<file path="config.mk">
export PLATFORM = sky130hd
export DESIGN_NAME = windowed_average_and_trend
export DESIGN_NICKNAME = d
export VERILOG_FILES = /design/src/sv/wat_pkg.sv /design/src/sv/wat_ram.sv /design/src/sv/wat_queue.sv /design/src/sv/wat_div.sv /design/src/sv/wat_front.sv /design/src/sv/wat_back.sv /design/src/sv/windowed_average_and_trend.sv
export SDC_FILE = /design/constraint.sdc
export NUM_CORES = 2
export LEC_CHECK = 0
export CAP_MARGIN = 20
export CORE_MARGIN = 2
export CORE_UTILIZATION = 60
export DETAILED_ROUTE_END_ITERATION = 8
export DONT_BUFFER_PORTS = 1
export PLACE_DENSITY_LB_ADDON = 0.1
export REMOVE_ABC_BUFFERS = 1
export SLEW_MARGIN = 10
export SYNTH_ARGS = -nofsm -noshare
export SYNTH_HDL_FRONTEND = slang
export SYNTH_SLANG_ARGS = --single-unit
</file>
<file path="constraint.sdc">
create_clock -name clock -period 8.2 [get_ports clock]
set_input_delay 2.05 -clock clock [delete_from_list [all_inputs] [get_ports clock]]
set_output_delay 2.05 -clock clock [all_outputs]
set_load 0.02 [all_outputs]
</file>
<file path="src/sv/wat_pkg.sv">
`timescale 1ns / 1ps
// Shared constants and types for the windowed average and trend block.
// No dependencies; imported by wat_queue, wat_front, wat_back and the top module.
package wat_pkg;

   localparam int SAMPLE_W    = 40;
   localparam int TREND_W     = 41;
   localparam int WINDOW_DEF  = 16;
   localparam int QUEUE_DEPTH = 2;

   typedef enum logic [2:0] {
      ST_IDLE,
      ST_WRITE,
      ST_READ,
      ST_DIV_START,
      ST_DIV_WAIT,
      ST_DONE
   } back_state_type;

   typedef enum logic [1:0] {
      DIV_MEAN,
      DIV_RECENT,
      DIV_OLDER
   } div_sel_type;

endpackage

</file>
<file path="src/sv/wat_ram.sv">
`timescale 1ns / 1ps
// Generic single-write, single-read RAM with registered read data.
// No dependencies.
module wat_ram #(
   parameter int WIDTH = 8,
   parameter int DEPTH = 16
) (
   input  logic                     clock,
   input  logic                     wr_en,
   input  logic [$clog2(DEPTH)-1:0] wr_addr,
   input  logic [WIDTH-1:0]         wr_data,
   input  logic                     rd_en,
   input  logic [$clog2(DEPTH)-1:0] rd_addr,
   output logic [WIDTH-1:0]         rd_data
);

   logic [WIDTH-1:0] mem [DEPTH];
   logic [WIDTH-1:0] rd_data_ff;

   always_ff @(posedge clock) begin
      if (wr_en) begin
         mem[wr_addr] <= wr_data;
      end
      if (rd_en) begin
         rd_data_ff <= mem[rd_addr];
      end
   end

   assign rd_data = rd_data_ff;

endmodule

</file>
<file path="src/sv/wat_queue.sv">
`timescale 1ns / 1ps
// Short FIFO between the front and back halves of the block.
// Depends on wat_pkg for the default depth.
module wat_queue import wat_pkg::*; #(
   parameter int WIDTH = 8,
   parameter int DEPTH = QUEUE_DEPTH
) (
   input  logic             clock,
   input  logic             reset,
   input  logic             push,
   input  logic [WIDTH-1:0] push_data,
   input  logic             pop,
   output logic [WIDTH-1:0] pop_data,
   output logic             full,
   output logic             empty
);

   localparam int PTR_W = (DEPTH > 1) ? $clog2(DEPTH) : 1;
   localparam int CNT_W = $clog2(DEPTH + 1);

   logic [WIDTH-1:0] store [DEPTH];
   logic [PTR_W-1:0] wr_ptr_ff, wr_ptr_in;
   logic [PTR_W-1:0] rd_ptr_ff, rd_ptr_in;
   logic [CNT_W-1:0] count_ff, count_in;

   always_comb begin
      wr_ptr_in = wr_ptr_ff;
      rd_ptr_in = rd_ptr_ff;
      count_in  = count_ff;
      if (push) begin
         wr_ptr_in = (wr_ptr_ff == PTR_W'(DEPTH - 1)) ? '0 : wr_ptr_ff + 1'b1;
      end
      if (pop) begin
         rd_ptr_in = (rd_ptr_ff == PTR_W'(DEPTH - 1)) ? '0 : rd_ptr_ff + 1'b1;
      end
      if (push && !pop) begin
         count_in = count_ff + 1'b1;
      end else if (pop && !push) begin
         count_in = count_ff - 1'b1;
      end
   end

   always_ff @(posedge clock) begin
      if (reset) begin
         wr_ptr_ff <= '0;
         rd_ptr_ff <= '0;
         count_ff  <= '0;
      end else begin
         wr_ptr_ff <= wr_ptr_in;
         rd_ptr_ff <= rd_ptr_in;
         count_ff  <= count_in;
      end
   end

   always_ff @(posedge clock) begin
      if (push) begin
         store[wr_ptr_ff] <= push_data;
      end
   end

   assign pop_data = store[rd_ptr_ff];
   assign full     = (count_ff == CNT_W'(DEPTH));
   assign empty    = (count_ff == '0);

endmodule

</file>
<file path="src/sv/wat_div.sv">
`timescale 1ns / 1ps
// Bit-serial signed-by-unsigned divider, truncating toward zero.
// One quotient bit per cycle. Depends on nothing.
module wat_div #(
   parameter int DVD_W = 16,
   parameter int DVS_W = 8
) (
   input  logic                    clock,
   input  logic                    reset,
   input  logic                    start,
   input  logic signed [DVD_W-1:0] dividend,
   input  logic [DVS_W-1:0]        divisor,
   output logic                    done,
   output logic signed [DVD_W-1:0] quotient
);

   localparam int STEP_W = $clog2(DVD_W + 1);

   logic                busy_ff, busy_in;
   logic                done_ff, done_in;
   logic [STEP_W-1:0]   step_ff, step_in;
   logic                neg_ff, neg_in;
   logic [DVD_W-1:0]    q_ff, q_in;
   logic [DVS_W-1:0]    rem_ff, rem_in;
   logic [DVS_W-1:0]    dvs_ff, dvs_in;
   logic [DVS_W:0]      trial;
   logic                fits;

   assign trial = {rem_ff, q_ff[DVD_W-1]};
   assign fits  = (trial >= {1'b0, dvs_ff});

   always_comb begin
      busy_in = busy_ff;
      done_in = 1'b0;
      step_in = step_ff;
      neg_in  = neg_ff;
      q_in    = q_ff;
      rem_in  = rem_ff;
      dvs_in  = dvs_ff;
      if (start) begin
         busy_in = 1'b1;
         step_in = STEP_W'(DVD_W);
         neg_in  = dividend[DVD_W-1];
         q_in    = dividend[DVD_W-1] ? (~dividend + 1'b1) : dividend;
         rem_in  = '0;
         dvs_in  = divisor;
      end else if (busy_ff) begin
         // restoring step: remainder stays below the divisor
         rem_in  = fits ? DVS_W'(trial - {1'b0, dvs_ff}) : trial[DVS_W-1:0];
         q_in    = {q_ff[DVD_W-2:0], fits};
         step_in = step_ff - 1'b1;
         if (step_ff == STEP_W'(1)) begin
            busy_in = 1'b0;
            done_in = 1'b1;
         end
      end
   end

   always_ff @(posedge clock) begin
      if (reset) begin
         busy_ff <= 1'b0;
         done_ff <= 1'b0;
         step_ff <= '0;
      end else begin
         busy_ff <= busy_in;
         done_ff <= done_in;
         step_ff <= step_in;
      end
   end

   always_ff @(posedge clock) begin
      neg_ff <= neg_in;
      q_ff   <= q_in;
      rem_ff <= rem_in;
      dvs_ff <= dvs_in;
   end

   assign done     = done_ff;
   assign quotient = neg_ff ? (~q_ff + 1'b1) : q_ff;

endmodule

</file>
<file path="src/sv/wat_front.sv">
`timescale 1ns / 1ps
// Front end: accepts sample beats, assigns the ring slot and fill count,
// and pushes the tagged item into the queue. Depends on wat_pkg.
module wat_front import wat_pkg::*; #(
   parameter int WINDOW = WINDOW_DEF
) (
   input  logic                        clock,
   input  logic                        reset,
   input  logic                        req_valid,
   output logic                        req_stall,
   input  logic signed [SAMPLE_W-1:0]  req_sample,
   input  logic                        q_full,
   output logic                        push,
   output logic [SAMPLE_W+$clog2(WINDOW)+$clog2(WINDOW+1)-1:0] push_data
);

   localparam int PTR_W = $clog2(WINDOW);
   localparam int CNT_W = $clog2(WINDOW + 1);

   logic [PTR_W-1:0] wp_ff, wp_in;
   logic [CNT_W-1:0] fill_ff, fill_in;
   logic [CNT_W-1:0] fill_next;

   assign req_stall = q_full;
   assign push      = req_valid && !q_full;

   // fill count saturates at the window length
   assign fill_next = (fill_ff == CNT_W'(WINDOW)) ? fill_ff : fill_ff + 1'b1;
   assign push_data = {req_sample, wp_ff, fill_next};

   always_comb begin
      wp_in   = wp_ff;
      fill_in = fill_ff;
      if (push) begin
         wp_in   = (wp_ff == PTR_W'(WINDOW - 1)) ? '0 : wp_ff + 1'b1;
         fill_in = fill_next;
      end
   end

   always_ff @(posedge clock) begin
      if (reset) begin
         wp_ff   <= '0;
         fill_ff <= '0;
      end else begin
         wp_ff   <= wp_in;
         fill_ff <= fill_in;
      end
   end

endmodule

</file>
<file path="src/sv/wat_back.sv">
`timescale 1ns / 1ps
// Back end: stores the sample, walks the ring newest first summing both
// halves, runs up to three divisions on a shared divider and holds the result beat.
// Depends on wat_pkg, wat_ram and wat_div.
module wat_back import wat_pkg::*; #(
   parameter int WINDOW = WINDOW_DEF
) (
   input  logic                       clock,
   input  logic                       reset,
   input  logic                       q_empty,
   output logic                       pop,
   input  logic [SAMPLE_W+$clog2(WINDOW)+$clog2(WINDOW+1)-1:0] q_data,
   output logic                       rsp_valid,
   input  logic                       rsp_stall,
   output logic signed [SAMPLE_W-1:0] rsp_window_mean,
   output logic signed [TREND_W-1:0]  rsp_trend
);

   localparam int PTR_W   = $clog2(WINDOW);
   localparam int CNT_W   = $clog2(WINDOW + 1);
   localparam int SUM_W   = SAMPLE_W + CNT_W;
   localparam int ENTRY_W = SAMPLE_W + PTR_W + CNT_W;

   back_state_type state_ff, state_in;
   div_sel_type    sel_ff, sel_in;

   logic [SAMPLE_W-1:0]       sample_ff, sample_in;
   logic [PTR_W-1:0]          addr_ff, addr_in;
   logic [CNT_W-1:0]          n_ff, n_in;
   logic [CNT_W-1:0]          half_ff, half_in;
   logic [CNT_W-1:0]          issue_ff, issue_in;
   logic [CNT_W-1:0]          acc_ff, acc_in;
   logic                      rvalid_ff, rvalid_in;
   logic signed [SUM_W-1:0]   recent_ff, recent_in;
   logic signed [SUM_W-1:0]   older_ff, older_in;
   logic signed [SAMPLE_W-1:0] qm_ff, qm_in;
   logic signed [SAMPLE_W-1:0] qr_ff, qr_in;
   logic signed [SAMPLE_W-1:0] qo_ff, qo_in;
   logic                      out_valid_ff, out_valid_in;
   logic signed [SAMPLE_W-1:0] out_mean_ff, out_mean_in;
   logic signed [TREND_W-1:0] out_trend_ff, out_trend_in;

   logic                      ram_we;
   logic                      ram_re;
   logic [SAMPLE_W-1:0]       ram_rdata;
   logic signed [SUM_W-1:0]   rd_ext;
   logic                      div_start;
   logic signed [SUM_W-1:0]   div_dividend;
   logic [CNT_W-1:0]          div_divisor;
   logic                      div_done;
   logic signed [SUM_W-1:0]   div_quot;
   logic signed [TREND_W-1:0] trend_calc;

   wat_ram #(
      .WIDTH (SAMPLE_W),
      .DEPTH (WINDOW)
   ) u_ring (
      .clock   (clock),
      .wr_en   (ram_we),
      .wr_addr (addr_ff),
      .wr_data (sample_ff),
      .rd_en   (ram_re),
      .rd_addr (addr_ff),
      .rd_data (ram_rdata)
   );

   wat_div #(
      .DVD_W (SUM_W),
      .DVS_W (CNT_W)
   ) u_div (
      .clock    (clock),
      .reset    (reset),
      .start    (div_start),
      .dividend (div_dividend),
      .divisor  (div_divisor),
      .done     (div_done),
      .quotient (div_quot)
   );

   assign rd_ext = {{CNT_W{ram_rdata[SAMPLE_W-1]}}, ram_rdata};

   always_comb begin
      case (sel_ff)
         DIV_MEAN: begin
            div_dividend = recent_ff + older_ff;
            div_divisor  = n_ff;
         end
         DIV_RECENT: begin
            div_dividend = recent_ff;
            div_divisor  = half_ff;
         end
         DIV_OLDER: begin
            div_dividend = older_ff;
            div_divisor  = n_ff - half_ff;
         end
         default: begin
            div_dividend = recent_ff + older_ff;
            div_divisor  = n_ff;
         end
      endcase
   end

   assign trend_calc = (n_ff < CNT_W'(2)) ? '0 :
                       TREND_W'(qr_ff) - TREND_W'(qo_ff);

   always_comb begin
      state_in     = state_ff;
      sel_in       = sel_ff;
      sample_in    = sample_ff;
      addr_in      = addr_ff;
      n_in         = n_ff;
      half_in      = half_ff;
      issue_in     = issue_ff;
      acc_in       = acc_ff;
      rvalid_in    = 1'b0;
      recent_in    = recent_ff;
      older_in     = older_ff;
      qm_in        = qm_ff;
      qr_in        = qr_ff;
      qo_in        = qo_ff;
      out_valid_in = out_valid_ff && rsp_stall;
      out_mean_in  = out_mean_ff;
      out_trend_in = out_trend_ff;
      pop          = 1'b0;
      ram_we       = 1'b0;
      ram_re       = 1'b0;
      div_start    = 1'b0;

      case (state_ff)
         ST_IDLE: begin
            if (!q_empty) begin
               pop       = 1'b1;
               sample_in = q_data[ENTRY_W-1 -: SAMPLE_W];
               addr_in   = q_data[CNT_W +: PTR_W];
               n_in      = q_data[CNT_W-1:0];
               half_in   = q_data[CNT_W-1:0] >> 1;
               state_in  = ST_WRITE;
            end
         end
         ST_WRITE: begin
            ram_we    = 1'b1;
            issue_in  = '0;
            acc_in    = '0;
            recent_in = '0;
            older_in  = '0;
            state_in  = ST_READ;
         end
         ST_READ: begin
            // reads run ahead of the accumulation, which takes the registered read data
            if (issue_ff < n_ff) begin
               ram_re    = 1'b1;
               rvalid_in = 1'b1;
               issue_in  = issue_ff + 1'b1;
               addr_in   = (addr_ff == '0) ? PTR_W'(WINDOW - 1) : addr_ff - 1'b1;
            end
            if (rvalid_ff) begin
               if (acc_ff < half_ff) begin
                  recent_in = recent_ff + rd_ext;
               end else begin
                  older_in = older_ff + rd_ext;
               end
               acc_in = acc_ff + 1'b1;
               if (acc_ff == n_ff - 1'b1) begin
                  sel_in   = DIV_MEAN;
                  state_in = ST_DIV_START;
               end
            end
         end
         ST_DIV_START: begin
            div_start = 1'b1;
            state_in  = ST_DIV_WAIT;
         end
         ST_DIV_WAIT: begin
            if (div_done) begin
               case (sel_ff)
                  DIV_MEAN: begin
                     qm_in = div_quot[SAMPLE_W-1:0];
                     if (n_ff < CNT_W'(2)) begin
                        state_in = ST_DONE;
                     end else begin
                        sel_in   = DIV_RECENT;
                        state_in = ST_DIV_START;
                     end
                  end
                  DIV_RECENT: begin
                     qr_in    = div_quot[SAMPLE_W-1:0];
                     sel_in   = DIV_OLDER;
                     state_in = ST_DIV_START;
                  end
                  DIV_OLDER: begin
                     qo_in    = div_quot[SAMPLE_W-1:0];
                     state_in = ST_DONE;
                  end
                  default: begin
                     state_in = ST_DONE;
                  end
               endcase
            end
         end
         ST_DONE: begin
            if (!out_valid_ff || !rsp_stall) begin
               out_valid_in = 1'b1;
               out_mean_in  = qm_ff;
               out_trend_in = trend_calc;
               state_in     = ST_IDLE;
            end
         end
         default: begin
            state_in = ST_IDLE;
         end
      endcase
   end

   always_ff @(posedge clock) begin
      if (reset) begin
         state_ff     <= ST_IDLE;
         sel_ff       <= DIV_MEAN;
         rvalid_ff    <= 1'b0;
         out_valid_ff <= 1'b0;
      end else begin
         state_ff     <= state_in;
         sel_ff       <= sel_in;
         rvalid_ff    <= rvalid_in;
         out_valid_ff <= out_valid_in;
      end
   end

   always_ff @(posedge clock) begin
      sample_ff    <= sample_in;
      addr_ff      <= addr_in;
      n_ff         <= n_in;
      half_ff      <= half_in;
      issue_ff     <= issue_in;
      acc_ff       <= acc_in;
      recent_ff    <= recent_in;
      older_ff     <= older_in;
      qm_ff        <= qm_in;
      qr_ff        <= qr_in;
      qo_ff        <= qo_in;
      out_mean_ff  <= out_mean_in;
      out_trend_ff <= out_trend_in;
   end

   assign rsp_valid       = out_valid_ff;
   assign rsp_window_mean = out_mean_ff;
   assign rsp_trend       = out_trend_ff;

endmodule

</file>
<file path="src/sv/windowed_average_and_trend.sv">
`timescale 1ns / 1ps
// Time per sample grows with n, the fill count, and with SUM_W = 40 +
// clog2(WINDOW + 1); with one sample stored only the mean division runs.
// The back end takes a new sample only once it has finished the last: the ring
// walk and the up to three one-bit-per-cycle divisions on the shared divider
// set the pace. A two-beat queue and the result register let input and output
// stall independently.
// Synchronous active-high reset clears pointer, fill count and all handshakes.
module windowed_average_and_trend import wat_pkg::*; #(
   parameter int WINDOW = WINDOW_DEF
) (
   input  logic                       clock,
   input  logic                       reset,
   input  logic                       req_valid,
   output logic                       req_stall,
   input  logic signed [SAMPLE_W-1:0] req_sample,
   output logic                       rsp_valid,
   input  logic                       rsp_stall,
   output logic signed [SAMPLE_W-1:0] rsp_window_mean,
   output logic signed [TREND_W-1:0]  rsp_trend
);

   localparam int ENTRY_W = SAMPLE_W + $clog2(WINDOW) + $clog2(WINDOW + 1);

   logic               q_full;
   logic               q_empty;
   logic               push;
   logic               pop;
   logic [ENTRY_W-1:0] push_data;
   logic [ENTRY_W-1:0] pop_data;

   wat_front #(
      .WINDOW (WINDOW)
   ) u_front (
      .clock      (clock),
      .reset      (reset),
      .req_valid  (req_valid),
      .req_stall  (req_stall),
      .req_sample (req_sample),
      .q_full     (q_full),
      .push       (push),
      .push_data  (push_data)
   );

   wat_queue #(
      .WIDTH (ENTRY_W),
      .DEPTH (QUEUE_DEPTH)
   ) u_queue (
      .clock     (clock),
      .reset     (reset),
      .push      (push),
      .push_data (push_data),
      .pop       (pop),
      .pop_data  (pop_data),
      .full      (q_full),
      .empty     (q_empty)
   );

   wat_back #(
      .WINDOW (WINDOW)
   ) u_back (
      .clock           (clock),
      .reset           (reset),
      .q_empty         (q_empty),
      .pop             (pop),
      .q_data          (pop_data),
      .rsp_valid       (rsp_valid),
      .rsp_stall       (rsp_stall),
      .rsp_window_mean (rsp_window_mean),
      .rsp_trend       (rsp_trend)
   );

endmodule
</file>
==> impl_metrics.env <==
export IMPL_finalCritPeriodShare=0.677
export IMPL_synth_cell_type_count=87
export IMPL_reg2reg_depth=17
export IMPL_ff2ff_setup_slack_ns=2.65
export IMPL_power_density_nw_per_um2=351
export IMPL_met1_usage=0.337
export IMPL_track_usage=0.251
export IMPL_use_met3=0.0323
export IMPL_postPlaceCellArea_sq_um=58000
export IMPL_fill_cells=6598
export IMPL_p_leak_nw=21.3
export IMPL_cts_hold_buf=0
export IMPL_async_flop_share=0
export IMPL_syn_area_sq_um=56600
export IMPL_routed_via_count=32700
export IMPL_syn_inst=3857
export IMPL_clock_sinks=1213
export IMPL_vias_per_cell=6.27
export IMPL_ant_nets=0
export IMPL_remaining_drc_errors=0
export IMPL_grt_max_degree=165
export IMPL_synth_area_per_cell_sq_um=14.7
export IMPL_path_clk_slew_ns=0.06
export IMPL_rsz0062_at_grt="false"
export IMPL_htreeDepth=3
export IMPL_multi_input_area_sq_um=19700
export IMPL_ys_flop_type="edfxtp_1"
export IMPL_seq_area_sq_um=36100
export IMPL_slew_headroom=0.270
export IMPL_ys_ff_latch=1213
export IMPL_hold_path_class="reg -> reg"
export IMPL_r2r_end="u_back.u_div.q_ff[44]"
export IMPL_die_x_microns=311
export IMPL_yosys_warnings=0
export IMPL_die_h_microns=311
export IMPL_worstHoldStart="u_back.qm_ff[22]"
export IMPL_coreArea_sq_um=93500
export IMPL_worst_setup_path_start_kind="flip-flop"
export IMPL_clk_insertion_delay_late_ns=0.72
export IMPL_drt_pass1_iterations=5
export IMPL_antenna_found_initial=1
export IMPL_grtUsageMet2=0.434
export IMPL_synthXorXnorAreaFrac=0.0356
export IMPL_die_area_sq_um=96800
export IMPL_grt_busiest_layer="met2"
export IMPL_final_area_sq_um=61800
export IMPL_cp_data_arrival_time_ns=6.01
export IMPL_synth_compound_area_frac=0.0948
export IMPL_synthMuxAreaShare=0.0913
export IMPL_drtIter0Drc=2849
export IMPL_route_detailed_wl_per_inst_microns=23.4
export IMPL_peakVddDrop_mv=0.314
export IMPL_areaGrowthSynthToFinish_pct=9.14
export IMPL_gr_total_overflow=0
export IMPL_synth_commonest_cells="1179 x edfxtp_1, 267 x nor2_1, 212 x ha_1, 211 x nand2_1, 207 x a21oi_1"
export IMPL_cts_buffer_depth=3
export IMPL_reg2reg_from="u_back.older_ff[0]"
export IMPL_place_congestion=0.913
export IMPL_hold_ws_ns=0.409
export IMPL_cts_tree="yes"
export IMPL_path_class="reg -> reg"
export IMPL_min_period_ns=5.55
export IMPL_post_cts_setup_buffers=0
export IMPL_holdPathEnd="u_back.rsp_window_mean[22]"
export IMPL_required_ns=8.66
export IMPL_grt_pass1_wl_microns=188000
export IMPL_cap_violations=0
export IMPL_yosys_top_cells_area="edfxtp_1 63%, mux4_2 8.0%, ha_1 4.7%"
export IMPL_start_util=0.606
export IMPL_rows=112
export IMPL_synth_top_family_by_area="compound AO/OA/AOI/OAI gates"
export IMPL_cts_root_buf="clkbuf_16"
export IMPL_seq_area_frac_synth=0.637
export IMPL_cts_made_buffers=119
export IMPL_hold_viol=0
export IMPL_drive_above_1_share=0.133
export IMPL_boundaryPins=127
export IMPL_path_max_fanout=34
export IMPL_fin_skew_ns=0.0442
export IMPL_post_cts_resized=0
export IMPL_fin_nets=4120
export IMPL_status="completed"
export IMPL_max_freq_mhz=180
export IMPL_whs_path_depth=0
export IMPL_worstMarginPinSlew_ns=1.10
export IMPL_end_kind="flip-flop"
export IMPL_total_power_mw=21.7
export IMPL_synth_most_common_cell="edfxtp_1"
export IMPL_final_core_util=0.661
export IMPL_synth_largest_area_cell="edfxtp_1"
export IMPL_slew_viol_final=0
export IMPL_synth_top_cell_area_share=0.625
export IMPL_synthAdderAreaFrac=0.0490
export IMPL_drt_total_wl_microns=122000
export IMPL_grt_pass1_vias=32700
export IMPL_io_buffers=0
export IMPL_synthSimpleGateAreaFrac=0.0746
export IMPL_dpl_hpwl_microns=75800
export IMPL_setup_viol=0
export IMPL_synth_edf_count=1179
==> area by class of cell <==
cell class	instances	share of cell area
Timing Repair Buffer	32	0.00470
Clock buffer	146	0.0502
Antenna cell	1	0.0000405
Tap cell	1254	0.0254
Sequential cell	1213	0.584
Inverter	111	0.00676
Multi-Input combinational cell	2381	0.318
Clock inverter	77	0.0110
==> flip-flops by register name, summed over array words and instances, names as in the netlist, 40 cells and up, named ones only <==
register and cells:
u_back.u_ring.mem 640, u_queue.store 98, u_back.older_ff 45, u_back.recent_ff 45, u_back.u_div.q_ff 45, u_back.rsp_trend 41, u_back.qm_ff 40, u_back.qo_ff 40
u_back.qr_ff 40, u_back.rsp_window_mean 40, u_back.sample_ff 40, u_back.u_ring.rd_data 40
==> per-layer routing <==
metal,up-vias,routed length (microns)
li1,15100,-
met3,201,6460
met4,0,2960
met2,1045,61900
met1,16300,51000
met5,-,0
==> worst max-delay path: stages, from the launching register on <==
cell and delay [ns]:
edfxtp_1 0.38, ha_1 0.18, inv_1 0.05, fa_1 0.40, nor2b_1 0.26, o311ai_2 0.12
buf_4 0.19, a2111oi_0 0.75, o41a_1 0.37, o211ai_1 0.20, a311oi_1 0.52, nor2_1 0.16
o21ai_0 0.34, a211oi_4 0.10, buf_4 0.25, inv_1 0.43, nand2_1 0.15, o41ai_1 0.40
==> kinds of logic (layout without fill, tap and decap cells) <==
group | after synthesis | after routing
simple gates | 864 | 864
compound gates | 809 | 809
other cells | 0 | 1
fa+ha+maj | 218 | 218
flops | 1213 | 1213
mux | 260 | 260
xor+xnor | 230 | 230
buf+inv | 263 | 366
==> cell usage in the layout, fill, tap and decap left out, drive strengths merged, types with 16 or more instances in the layout <==
cell type     n
a2111oi      18
a211oi       30
a21o        112
a21oi       207
a22oi        21
a31oi        26
and2         29
and3         33
buf          32
clkbuf      146
clkinv       63
dfxtp        34
edfxtp     1179
ha          212
inv         112
mux2         52
mux4        200
nand2       211
nand2b       33
nand3        51
nand4        29
nor2        268
nor2b        36
nor3         57
o211ai       17
o21a         30
o21ai       161
o21bai       20
o31ai        32
or2          16
or3          25
or4          17
xnor2       138
xor2         92
==> worst max path at each step <==
stage | end | slack (ns) | start | cells after the start
6_report | u_back.u_div.q_ff[44] | 2.65 | u_back.older_ff[0] | 17
2_1_floorplan | u_back.u_ring.mem[4][0] | -0.14 | u_back.addr_ff[0] | 3
4_1_cts | u_back.u_div.q_ff[25] | 2.65 | u_back.older_ff[0] | 18
3_5_place_dp | u_back.u_div.q_ff[20] | 2.69 | u_back.older_ff[0] | 18
3_3_place_gp | u_back.u_div.q_ff[20] | 2.82 | u_back.older_ff[0] | 18
5_1_grt | u_back.u_div.q_ff[35] | 2.22 | u_back.sel_ff[1] | 16
==> through the flow <==
stage / TNS (ns) / setup slack, ns / cells
4_1_cts: 0 / 2.65 / 5213
3_3_place_gp: 0 / 2.82 / 4989
5_1_grt: 0 / 2.22 / 5214
6_report: 0 / 2.65 / 5215
3_5_place_dp: 0 / 2.69 / 4990
2_1_floorplan: -50.52 / -0.143 / 3705
==> where the power goes <==
| group | leakage (nW) | switching [mW] | internal [mW] |
|---|---|---|---|
| Clock | 1.83 | 2.33 | 2.92 |
| Combinational | 8.48 | 4.34 | 3.18 |
| Sequential | 11.0 | 0.779 | 8.16 |
| Total | 21.3 | 7.45 | 14.3 |
Note: power is estimated with default switching activity, not from simulation.
